**src/hw/rtl/dfar_pkg.sv**
```systemverilog
package dfar_pkg;

  localparam int unsigned PosWidth    = 16;
  // Label and end pointers can pass the 16-bit position by one length byte.
  localparam int unsigned LabelWidth  = 17;
  localparam int unsigned HeaderBytes = 12;
  localparam int unsigned AnswerBytes = 16;
  localparam int unsigned EndOffset   = 5;
  localparam int unsigned QueueDepth  = 4;
  localparam int unsigned QAddrWidth  = $clog2(QueueDepth);
  localparam int unsigned QCountWidth = $clog2(QueueDepth + 1);
  localparam int unsigned AnsIdxWidth = $clog2(AnswerBytes);

  typedef enum logic {
    CMD_BYTE,
    CMD_ANSWER
  } cmd_kind_e;

  typedef struct packed {
    cmd_kind_e   kind;
    logic [7:0]  data;
    logic        last;
    logic        abort;
  } cmd_t;

  typedef struct packed {
    logic full;
    logic empty;
  } queue_status_t;

  // Header bytes 2 through 11: flags 0x8180, QD=1, AN=1, NS=0, AR=0.
  function automatic logic [7:0] header_byte(input logic [3:0] idx);
    logic [7:0] res;
    unique case (idx)
      4'd0:    res = 8'h81;
      4'd1:    res = 8'h80;
      4'd3:    res = 8'h01;
      4'd5:    res = 8'h01;
      default: res = 8'h00;
    endcase
    return res;
  endfunction

  // A answer: name pointer, type, class, TTL 60, length 4, address.
  function automatic logic [7:0] answer_byte(input logic [AnsIdxWidth-1:0] idx,
                                             input logic [31:0] addr);
    logic [7:0] res;
    unique case (idx)
      4'd0:    res = 8'hC0;
      4'd1:    res = 8'h0C;
      4'd3:    res = 8'h01;
      4'd5:    res = 8'h01;
      4'd9:    res = 8'h3C;
      4'd11:   res = 8'h04;
      4'd12:   res = addr[31:24];
      4'd13:   res = addr[23:16];
      4'd14:   res = addr[15:8];
      4'd15:   res = addr[7:0];
      default: res = 8'h00;
    endcase
    return res;
  endfunction

endpackage

```
**src/hw/rtl/dfar_front.sv**
```systemverilog
module dfar_front import dfar_pkg::*; #(
  parameter int unsigned MAX_REQUEST_BYTES = 512
) (
  input  logic          clk_i,
  input  logic          rst_ni,
  input  logic          in_valid_i,
  output logic          in_ready_o,
  input  logic [7:0]    in_byte_i,
  input  logic          in_last_i,
  input  queue_status_t q_status_i,
  output logic          push_o,
  output cmd_t          cmd_o
);

  localparam logic [LabelWidth-1:0] MaxBytes = LabelWidth'(MAX_REQUEST_BYTES);

  logic [PosWidth-1:0]   pos_q, pos_d;
  logic                  skip_q, skip_d;
  logic [LabelWidth-1:0] next_label_q, next_label_d;
  logic                  have_end_q, have_end_d;
  logic [LabelWidth-1:0] end_pos_q, end_pos_d;

  logic                  accept;
  logic [LabelWidth-1:0] pos_x;
  logic                  label_hit;
  logic                  he_n;
  logic [LabelWidth-1:0] ep_n;

  assign in_ready_o = ~q_status_i.full;
  assign accept     = in_valid_i & in_ready_o;
  assign pos_x      = LabelWidth'(pos_q);
  assign label_hit  = ~have_end_q && (pos_x == next_label_q);
  assign he_n       = have_end_q | (label_hit && (in_byte_i == 8'd0));
  assign ep_n       = (label_hit && (in_byte_i == 8'd0)) ?
                      pos_x + LabelWidth'(EndOffset) : end_pos_q;

  always_comb begin
    pos_d        = pos_q;
    skip_d       = skip_q;
    next_label_d = next_label_q;
    have_end_d   = have_end_q;
    end_pos_d    = end_pos_q;
    push_o       = 1'b0;
    cmd_o        = '{kind: CMD_BYTE, data: 8'd0, last: 1'b1, abort: 1'b1};

    if (accept) begin
      if (skip_q) begin
        // Tail of a finished or aborted request: swallowed silently.
      end else if (pos_x >= MaxBytes) begin
        push_o = 1'b1;
        skip_d = ~in_last_i;
      end else if (pos_q < PosWidth'(HeaderBytes)) begin
        push_o = 1'b1;
        if (!in_last_i) begin
          cmd_o.last  = 1'b0;
          cmd_o.abort = 1'b0;
          cmd_o.data  = (pos_q < PosWidth'(2)) ? in_byte_i
                                               : header_byte(pos_q[3:0] - 4'd2);
          pos_d       = pos_q + PosWidth'(1);
        end
      end else if (he_n && (pos_x + LabelWidth'(1) == ep_n)) begin
        push_o      = 1'b1;
        cmd_o.kind  = CMD_ANSWER;
        cmd_o.data  = in_byte_i;
        cmd_o.last  = 1'b0;
        cmd_o.abort = 1'b0;
        skip_d      = ~in_last_i;
      end else begin
        push_o = 1'b1;
        if (!in_last_i) begin
          cmd_o.data  = in_byte_i;
          cmd_o.last  = 1'b0;
          cmd_o.abort = 1'b0;
          pos_d       = pos_q + PosWidth'(1);
          have_end_d  = he_n;
          end_pos_d   = ep_n;
          if (label_hit && (in_byte_i != 8'd0)) begin
            next_label_d = pos_x + LabelWidth'(in_byte_i) + LabelWidth'(1);
          end
        end
      end

      // Every datagram end starts the next request from scratch.
      if (in_last_i) begin
        pos_d        = '0;
        skip_d       = 1'b0;
        next_label_d = LabelWidth'(HeaderBytes);
        have_end_d   = 1'b0;
        end_pos_d    = '0;
      end
    end
  end

  always_ff @(posedge clk_i or negedge rst_ni) begin
    if (!rst_ni) begin
      pos_q        <= '0;
      skip_q       <= 1'b0;
      next_label_q <= LabelWidth'(HeaderBytes);
      have_end_q   <= 1'b0;
      end_pos_q    <= '0;
    end else begin
      pos_q        <= pos_d;
      skip_q       <= skip_d;
      next_label_q <= next_label_d;
      have_end_q   <= have_end_d;
      end_pos_q    <= end_pos_d;
    end
  end

endmodule

```
**src/hw/rtl/dfar_queue.sv**
```systemverilog
module dfar_queue import dfar_pkg::*; (
  input  logic          clk_i,
  input  logic          rst_ni,
  input  logic          push_i,
  input  cmd_t          push_cmd_i,
  input  logic          pop_i,
  output cmd_t          head_o,
  output queue_status_t status_o
);

  cmd_t                   mem_q [QueueDepth];
  logic [QAddrWidth-1:0]  wr_ptr_q, wr_ptr_d;
  logic [QAddrWidth-1:0]  rd_ptr_q, rd_ptr_d;
  logic [QCountWidth-1:0] count_q, count_d;

  assign status_o.full  = (count_q == QCountWidth'(QueueDepth));
  assign status_o.empty = (count_q == '0);
  assign head_o         = mem_q[rd_ptr_q];

  always_comb begin
    wr_ptr_d = push_i ? wr_ptr_q + QAddrWidth'(1) : wr_ptr_q;
    rd_ptr_d = pop_i  ? rd_ptr_q + QAddrWidth'(1) : rd_ptr_q;
    count_d  = count_q + QCountWidth'(push_i) - QCountWidth'(pop_i);
  end

  always_ff @(posedge clk_i) begin
    if (push_i) begin
      mem_q[wr_ptr_q] <= push_cmd_i;
    end
  end

  always_ff @(posedge clk_i or negedge rst_ni) begin
    if (!rst_ni) begin
      wr_ptr_q <= '0;
      rd_ptr_q <= '0;
      count_q  <= '0;
    end else begin
      wr_ptr_q <= wr_ptr_d;
      rd_ptr_q <= rd_ptr_d;
      count_q  <= count_d;
    end
  end

endmodule

```
**src/hw/rtl/dfar_back.sv**
```systemverilog
module dfar_back import dfar_pkg::*; (
  input  logic          clk_i,
  input  logic          rst_ni,
  input  queue_status_t q_status_i,
  input  cmd_t          head_i,
  output logic          pop_o,
  input  logic [31:0]   addr_i,
  output logic          out_valid_o,
  input  logic          out_ready_i,
  output logic [7:0]    out_byte_o,
  output logic          out_last_o,
  output logic          out_abort_o
);

  localparam logic [AnsIdxWidth-1:0] LastIdx = AnsIdxWidth'(AnswerBytes - 1);

  logic                   valid_q, valid_d;
  logic                   ans_q, ans_d;
  logic [AnsIdxWidth-1:0] idx_q, idx_d;
  logic [7:0]             byte_q, byte_d;
  logic                   last_q, last_d;
  logic                   abort_q, abort_d;
  logic                   load;

  assign load = ~valid_q | out_ready_i;

  always_comb begin
    valid_d = valid_q;
    ans_d   = ans_q;
    idx_d   = idx_q;
    byte_d  = byte_q;
    last_d  = last_q;
    abort_d = abort_q;
    pop_o   = 1'b0;
    if (load) begin
      if (ans_q) begin
        valid_d = 1'b1;
        byte_d  = answer_byte(idx_q, addr_i);
        last_d  = (idx_q == LastIdx);
        abort_d = 1'b0;
        idx_d   = idx_q + AnsIdxWidth'(1);
        ans_d   = (idx_q != LastIdx);
      end else if (!q_status_i.empty) begin
        pop_o   = 1'b1;
        valid_d = 1'b1;
        byte_d  = head_i.data;
        last_d  = head_i.last;
        abort_d = head_i.abort;
        if (head_i.kind == CMD_ANSWER) begin
          ans_d = 1'b1;
          idx_d = '0;
        end
      end else begin
        valid_d = 1'b0;
      end
    end
  end

  always_ff @(posedge clk_i or negedge rst_ni) begin
    if (!rst_ni) begin
      valid_q <= 1'b0;
      ans_q   <= 1'b0;
      idx_q   <= '0;
    end else begin
      valid_q <= valid_d;
      ans_q   <= ans_d;
      idx_q   <= idx_d;
    end
  end

  always_ff @(posedge clk_i) begin
    byte_q  <= byte_d;
    last_q  <= last_d;
    abort_q <= abort_d;
  end

  assign out_valid_o = valid_q;
  assign out_byte_o  = byte_q;
  assign out_last_o  = last_q;
  assign out_abort_o = abort_q;

endmodule

```
**src/hw/rtl/dns_fixed_answer_responder.sv**
```systemverilog
// DNS responder that answers each complete query with one fixed A record.
// The request enters on the slave stream one byte per item, tlast on the
// final byte of the datagram. The response leaves on the master stream one
// byte per item; tlast marks its final item and tuser marks an abort item,
// which tells the receiver to drop everything sent for this request.
// The user must write the answer address through cfg_we_i/cfg_wdata_i only
// while idle; the block does not enforce it. The front part classifies each
// request byte in the cycle it is accepted and, unless it swallows the byte,
// pushes a command into a four-entry queue. The back part drains that queue
// into the output register and expands an answer command into the last
// QCLASS byte plus the 16-byte answer record. Each result passes through
// the queue and then the output register.
// Throughput: one request byte per cycle while the queue has room. The
// final QCLASS byte expands into the whole answer record, so the input
// stalls once the queue fills behind the expansion; bytes after the answer
// or after an abort are swallowed at full rate while the queue has room.
// Reset clears the request state, the queue, the output valid flag and the
// address register. When the receiver holds tready low the output item
// holds, the queue fills and s_axis_tready drops.
module dns_fixed_answer_responder import dfar_pkg::*; #(
  parameter int unsigned MAX_REQUEST_BYTES = 512
) (
  input  logic        clk_i,
  input  logic        rst_ni,
  input  logic        s_axis_tvalid,
  output logic        s_axis_tready,
  input  logic [7:0]  s_axis_tdata,  // [7:0] req_byte
  input  logic        s_axis_tlast,  // req_last
  output logic        m_axis_tvalid,
  input  logic        m_axis_tready,
  output logic [7:0]  m_axis_tdata,  // [7:0] resp_byte
  output logic        m_axis_tlast,  // resp_last
  output logic        m_axis_tuser,  // [0] resp_abort
  input  logic        cfg_we_i,
  input  logic [31:0] cfg_wdata_i
);

  logic [31:0]   answer_address_q;
  logic          front_push;
  cmd_t          front_cmd;
  cmd_t          q_head;
  queue_status_t q_status;
  logic          back_pop;

  always_ff @(posedge clk_i or negedge rst_ni) begin
    if (!rst_ni) begin
      answer_address_q <= '0;
    end else if (cfg_we_i) begin
      answer_address_q <= cfg_wdata_i;
    end
  end

  dfar_front #(
    .MAX_REQUEST_BYTES(MAX_REQUEST_BYTES)
  ) u_front (
    .clk_i      (clk_i),
    .rst_ni     (rst_ni),
    .in_valid_i (s_axis_tvalid),
    .in_ready_o (s_axis_tready),
    .in_byte_i  (s_axis_tdata),
    .in_last_i  (s_axis_tlast),
    .q_status_i (q_status),
    .push_o     (front_push),
    .cmd_o      (front_cmd)
  );

  dfar_queue u_queue (
    .clk_i      (clk_i),
    .rst_ni     (rst_ni),
    .push_i     (front_push),
    .push_cmd_i (front_cmd),
    .pop_i      (back_pop),
    .head_o     (q_head),
    .status_o   (q_status)
  );

  dfar_back u_back (
    .clk_i       (clk_i),
    .rst_ni      (rst_ni),
    .q_status_i  (q_status),
    .head_i      (q_head),
    .pop_o       (back_pop),
    .addr_i      (answer_address_q),
    .out_valid_o (m_axis_tvalid),
    .out_ready_i (m_axis_tready),
    .out_byte_o  (m_axis_tdata),
    .out_last_o  (m_axis_tlast),
    .out_abort_o (m_axis_tuser)
  );

  // An abort item always closes its response and carries a zero byte.
  a_abort_form: assert property (@(posedge clk_i) disable iff (!rst_ni)
    m_axis_tvalid && m_axis_tuser |-> m_axis_tlast && (m_axis_tdata == 8'd0))
    else $error("abort item without tlast or with nonzero data");

  // The front never pushes into a full queue.
  a_no_overflow: assert property (@(posedge clk_i) disable iff (!rst_ni)
    front_push |-> !q_status.full)
    else $error("command queue overflow");

  // The back never pops an empty queue.
  a_no_underflow: assert property (@(posedge clk_i) disable iff (!rst_ni)
    back_pop |-> !q_status.empty)
    else $error("command queue underflow");

  // A pop always loads a new item into the output register.
  a_pop_loads: assert property (@(posedge clk_i) disable iff (!rst_ni)
    back_pop |=> m_axis_tvalid)
    else $error("popped command did not reach the output");

endmodule

```
**config.mk**
```make
export PLATFORM = sky130hd
export DESIGN_NAME = dns_fixed_answer_responder
export DESIGN_NICKNAME = d
export VERILOG_FILES = /design/src/hw/rtl/dfar_pkg.sv /design/src/hw/rtl/dfar_front.sv /design/src/hw/rtl/dfar_queue.sv /design/src/hw/rtl/dfar_back.sv /design/src/hw/rtl/dns_fixed_answer_responder.sv
export SDC_FILE = /design/constraint.sdc
export NUM_CORES = 1
export LEC_CHECK = 0
export BUFFER_PORTS_ARGS = -buffer_cell sky130_fd_sc_hd__buf_2
export CORE_UTILIZATION = 30
export DETAILED_ROUTE_END_ITERATION = 10
export PLACE_DENSITY = 0.43
export SYNTH_ARGS = -nofsm -noshare
export SYNTH_HDL_FRONTEND = slang
export SYNTH_SLANG_ARGS = --single-unit
```
**constraint.sdc**
```tcl
create_clock -name clk_i -period 6.86 [get_ports clk_i]
set_input_delay 1.372 -clock clk_i [delete_from_list [all_inputs] [get_ports clk_i]]
set_output_delay 1.372 -clock clk_i [all_outputs]
set_load 0.01 [all_outputs]
```
; Word level (Yosys, flattened, before mapping)
; Memory sizes are Yosys's and may differ from the RTL's.
; Index checks and enable logic that the tools add are counted.
[totals]
reg_bits = 107
ram_bits = 44
out_inout_bits = 12
memories = 1
[classes]
addsub = 11
order_cmp = 3
n_eq_ne = 22
n_mux = 58
bitwise = 7
n_reduce_logical = 18
[mem_list]
columns = memory, words, word_bits, read_ports, rd_ports_with_merged_regs, wr, line_no
row1 = u_queue.mem_q, 4, 11, 1, 0, 1, dfar_queue.sv:11  ; cmd_t mem_q [QueueDepth];
[ops]
columns = op, n
row1 = two-way mux 17 bit, 12
row2 = two-way mux 16 bit, 5
row3 = case mux 8 bit (9 select lines), 1
row4 = two-way mux 10 bit, 4
row5 = two-way mux 11 bit, 3
row6 = two-way mux 1 bit, 26
row7 = == test 4 bit (second input constant), 6
row8 = two-way mux 8 bit, 3
row9 = case mux 8 bit (3 select lines), 1
row10 = adder 16 x 1 -> 17 bit (second input constant), 1
row11 = adder 16 x 3 -> 17 bit (second input constant), 1
row12 = adder 16 x 8 -> 17 bit, 1
row13 = adder 17 x 1 -> 17 bit (second input constant), 1
row14 = == test 16 x 17 -> 1 bit, 1
row15 = == test 17 bit, 1
row16 = adder 16 x 1 -> 16 bit (second input constant), 1
row17 = >= comparator 16 x 10 -> 1 bit (second input constant), 1
row18 = < comparator 16 x 2 -> 1 bit (second input constant), 1
row19 = < comparator 16 x 4 -> 1 bit (second input constant), 1
row20 = two-way mux 4 bit, 3
row21 = != test 2 bit (second input constant), 5
row22 = == test 4 x 1 -> 1 bit (second input constant), 2
row23 = == test 4 x 2 -> 1 bit (second input constant), 2
row24 = == test 4 x 3 -> 1 bit (second input constant), 2
row25 = 23 further kinds, 34

; Depth between registers and ports, before layout
[logic_depth]
word_depth = 11
ltp_mapped = 13
ltp_nobuf = 12

; Cells and area by module
; From an unflattened synthesis, not the netlist that was laid out.
[unflattened]
hier_cells = 674
hier_area_um2 = 8074.0
[modules_own_cells]
columns = module, instances, cells_each, area_per_inst_um2, seq_area_each_um2
row1 = dfar_front, 1, 402, 3613.5, 1303.8
row2 = dfar_queue, 1, 91, 1983.2, 1496.4
row3 = dns_fixed_answer_responder, 1, 68, 1345.0, 800.8
row4 = dfar_back, 1, 113, 1132.3, 450.4

; Worst setup path before layout
; Ideal clock, no wire load.
[synth_path]
kind = input-to-reg
from = input s_axis_tdata[1]
to = memory u_queue.mem_q[0][1] (netlist name) (data pin)
arrival_time_ps = 3507
required_time_ps = 6559
slack_ps = 3052
cell_stages = 11
path_buffers = 2
cell_sequence = nor4_1 > and2_1 > and3_1 > buf_4 > a21oi_1 > or3_1 > a2111oi_4 > nand4_2 > clkbuf_1 > nand2_1 > nand2_1
[synth_between]
elab_chain_len = 10
elab_cells_between_ends = 11
classes_between = eq/ne (1) / mux (6) / bitwise (1) / reduce/logical (3)
[synth_rtl]
columns = item, line_no
row1 = from (decl), dns_fixed_answer_responder.sv:27  ; input logic [7:0] s_axis_tdata,
row2 = zero test 8 bit (*), "dfar_front.sv:33, dfar_front.sv:34"
row3 = logical AND 1 bit (*), "dfar_front.sv:33, dfar_front.sv:34"
row4 = two-way mux 17 bit, dfar_front.sv:34  ; assign ep_n = (label_hit && (in_byte_i == 8'd0)) ?
row5 = == test 17 bit, dfar_front.sv:61  ; end else if (he_n && (pos_x + LabelWidth'(1) == ep_n)) begin
row6 = logical AND 1 bit (*), dfar_front.sv:61
row7 = two-way mux 10 bit (*), dfar_front.sv:61
row8 = two-way mux 10 bit (*), dfar_front.sv:52  ; end else if (pos_q < PosWidth'(HeaderBytes)) begin
row9 = two-way mux 11 bit (*), dfar_front.sv:49  ; end else if (pos_x >= MaxBytes) begin
row10 = two-way mux 11 bit (*), dfar_front.sv:47  ; if (skip_q) begin
row11 = two-way mux 11 bit (*), dfar_front.sv:46  ; if (accept) begin
row12 = to (decl), dfar_queue.sv:11
; Mark *: on every way between the ends. The rest lies on a longest branch, timed or not.

==> summary.md <==
| Metric | Value |
|---|---|
| Resize count post-CTS | `0` |
| Worst Reg-to-Reg Cells | `9` |
| DP HPWL | `roughly 16000 microns` |
| Drt wl/cell | `19.6 microns` |
| Setup TNS Final | `0 ns` |
| Io pins | `between 50 and 60` |
| Post-Syn Area per Cell | `roughly 11 sq um` |
| Die area | `between 20000 and 30000 sq um` |
| RSZ-0062 raised after global routing | `no` |
| Final core occ | `34.7%` |
| Total Routing Usage GR | `between 15 and 20%` |
| Grt met1 use | `between 20 and 25%` |
| IO buf count | `between 50 and 60` |
| Detailed-route via count | `around 5700` |
| Slew Limit Fails | `0` |
| Ranking of synthesized cells by area | `dfrtp_1, edfxtp_1, mux2_2` |
| Fin crit period | `4.68 ns` |
| Worst Path Required | `7.08 ns` |
| Reg2reg start | `u_front.pos_q[0]` |
| Period utilization | `approximately two thirds` |
| Clock Tree Buf Depth | `2` |
| Worst-margin pin slew | `0.961 ns` |
| 1st-pass router iterations | `5` |
| Share of post-route cells with drive strength above 1 | `about a fifth` |
| CTS Root Cell | `clkbuf_16` |
| Worst reg2reg setup slack | `2.26 ns` |
| Hold Crit Depth | `1` |
| Startpoint Class | `primary input` |
| Vias in the first global route | `between 5000 and 6000` |
| Total power | `approximately 3.2 mW` |
| Die width | `around 160 microns` |
| Post-CTS Hold Fix Bufs | `0` |
| Asr flop ratio synth | `66.0%` |
| Post-Syn Area | `7900 sq um` |
| Num CTS Buffers | `17` |
| Critical path peak fanout | `15` |
| Clock Skew | `about 0.011 ns` |
| Final ANT Viol Nets | `0` |
| Grt total ovfl | `0` |
| Max Freq | `about 0.21 GHz` |
| WS Path Type | `primary input to register` |
| Pwr dens | `approximately 350 nW/um^2` |
| P_leak | `between 3 and 4 nW` |
| Post-synth cell types | `63` |
| Syn_nets | `786` |
| M2 GR Usage | `around 28%` |
| Routability cong. | `approximately 0.84` |
| Max-cap violation count | `0` |
| Cell Rows | `59` |
| Dominant cell type by area after synthesis | `dfrtp_1` |
| Hold path startpoint | `answer_address_q[2]` |
| Core Area | `26000 sq um` |
| Final worst setup slack | `~2.2 ns` |
| Most frequent cells in the layout | `dfrtp_1, buf_2, edfxtp_1` |
| Nets | `between 800 and 900` |
| Rel. slew slack | `35.3%` |
| Die H | `about 160 microns` |
| CTS H-tree lvls | `4` |
| R2r endpoint | `u_front.pos_q[8]` |
| Largest net degree at the start of global routing | `between 60 and 70` |
| Vias per Instance | `between 5 and 6` |
| Hold Crit Class | `register to register` |
| Ant diodes | `0` |
| Status | `finished, final reports clean` |
| Seq cells post-synth | `147` |
| GRT met3 Usage | `between 3 and 4%` |
| Initial Util | `30.4%` |
| Post-Synthesis Cells | `~700` |
| Worst setup EP type | `register` |
| Prevailing post-synth register cell | `dfrtp_1` |
| Initial antenna violation count | `0` |
| WP data arrival | `4.91 ns` |
| Number of enable flip-flop cells after synthesis | `50` |
| Pre-CTS setup slack | `between 1.5 and 2 ns` |
| Post-synthesis sequential area ratio | `about half` |
| Fill cell count | `about 2600` |
| Clock Latency Late Sink | `0.43 ns` |
| Drt total wl | `21700 microns` |
| Yosys Warn Count | `0` |
| First-pass GRT wire length | `between 30000 and 40000 microns` |
| Hold Path End | `answer_address_q[2]` |
| Residual DRC | `0` |
| Clock slew at reported path FFs | `about 0.07 ns` |
| Clock sink count | `between 100 and 150` |
| Synthesis-to-finish area growth | `14.2%` |
| Final Hold Viols | `0` |
| Synth top area share | `30.1%` |
| Most common cell after layout, fill and taps aside | `dfrtp_1` |
| Starting DRT DRC Count | `433` |
| WHS | `around 0.50 ns` |
| CTS tree | `done` |
| Final setup fails | `0` |
| Post-CTS Setup Inserts | `0` |
| Top Usage Layer GRT | `met2` |
| Peak supply drop | `around 0.14 mV` |
-- metrics by stage --
stage / instances / cell area [sq um]
6_report: 1103 / 9030
5_1_grt: 1103 / 9030
4_1_cts: 1103 / 9030
3_5_place_dp: 1071 / 8460
3_3_place_gp: 1071 / 8460
2_1_floorplan: 713 / 7900
-- state kept, by name, indices dropped and copies added, names as in the netlist --
name,count
u_front.pos_q,16
u_back.out_valid_o,1
u_back.out_byte_o,8
answer_address_q,32
u_queue.mem_q,40
u_queue.count_q,3
u_back.idx_q,4
u_queue.rd_ptr_q,2
u_front.skip_q,1
u_front.next_label_q,17
u_back.ans_q,1
u_back.out_abort_o,1
u_front.end_pos_q,17
u_back.out_last_o,1
u_queue.wr_ptr_q,2
u_front.have_end_q,1
-- kinds of logic (layout without fill, tap and decap cells) --
group | Yosys count | count (layout) | share of synthesized area, %
DFF | 147 | 147 | 49.7
buffers and inverters | 70 | 125 | 3.70
xor gates and xnor gates | 56 | 56 | 6.21
muxes | 44 | 44 | 7.69
and+or+nand+nor | 222 | 222 | 15.0
AOI/OAI and AO/OA | 147 | 147 | 13.1
adders and majority gates | 27 | 27 | 4.46
-- cell usage after synthesis (10+ instances only) --
library cell  count
dfrtp_1          95
edfxtp_1         50
nand2_1          41
nor2_1           38
inv_1            34
mux2_2           34
xnor2_1          30
and2_1           28
o21ai_0          28
nor3_1           26
xor2_1           26
ha_1             25
a21oi_1          22
nand3_1          20
buf_2            15
clkbuf_1         13
nand4_1          12
nor4_1           12
o21a_1           12
mux4_2           10
-- area by class of cell --
cell class,count,area [sq um],area share (%)
clock buffers,18,433,4.80
clock inverters,14,135,1.50
inverters,34,128,1.41
multi-input cells,496,3680,40.7
flip-flops and latches,147,3930,43.5
well taps,335,419,4.64
repair buffers,59,303,3.35
-- critical path, cell delays in order --
cell	delay, ns
buf_2	0.12
nor4_1	0.47
and2_1	0.28
and3_1	0.40
a21oi_1	0.13
or3_1	0.42
a2111oi_4	0.43
nand4_2	0.44
a21oi_2	0.58
o2bb2ai_1	0.24
-- worst max-delay path by stage --
stage | from | endpoint | slack [ns] | depth (start not counted)
2_1_floorplan | s_axis_tdata[1] | u_queue.mem_q[0][1] | 3.05 | 11
3_3_place_gp | s_axis_tdata[3] | u_queue.mem_q[0][2] | 1.82 | 10
3_5_place_dp | s_axis_tdata[3] | u_front.pos_q[8] | 1.78 | 10
4_1_cts | s_axis_tdata[3] | u_queue.mem_q[2][9] | 2.21 | 10
5_1_grt | s_axis_tdata[3] | u_queue.mem_q[2][9] | 1.90 | 10
6_report | s_axis_tdata[3] | u_queue.mem_q[3][2] | 2.18 | 10
-- metal layers --
| layer | up-vias | part of all wire [%] |
|---|---|---|
| met3 | 18 | 4.0 |
| met1 | 2865 | 46 |
| met4 | 0 | 1.3 |
| met5 | - | 0 |
| li1 | 2703 | - |
| met2 | 144 | 49 |
-- report_power, final --
part / switching, mW / internal, mW / total, mW
clock network: 0.421 / 0.485 / 0.906
registers: 0.178 / 1.09 / 1.27
logic: 0.597 / 0.402 / 0.999
Note: power is estimated with default switching activity, not from simulation.
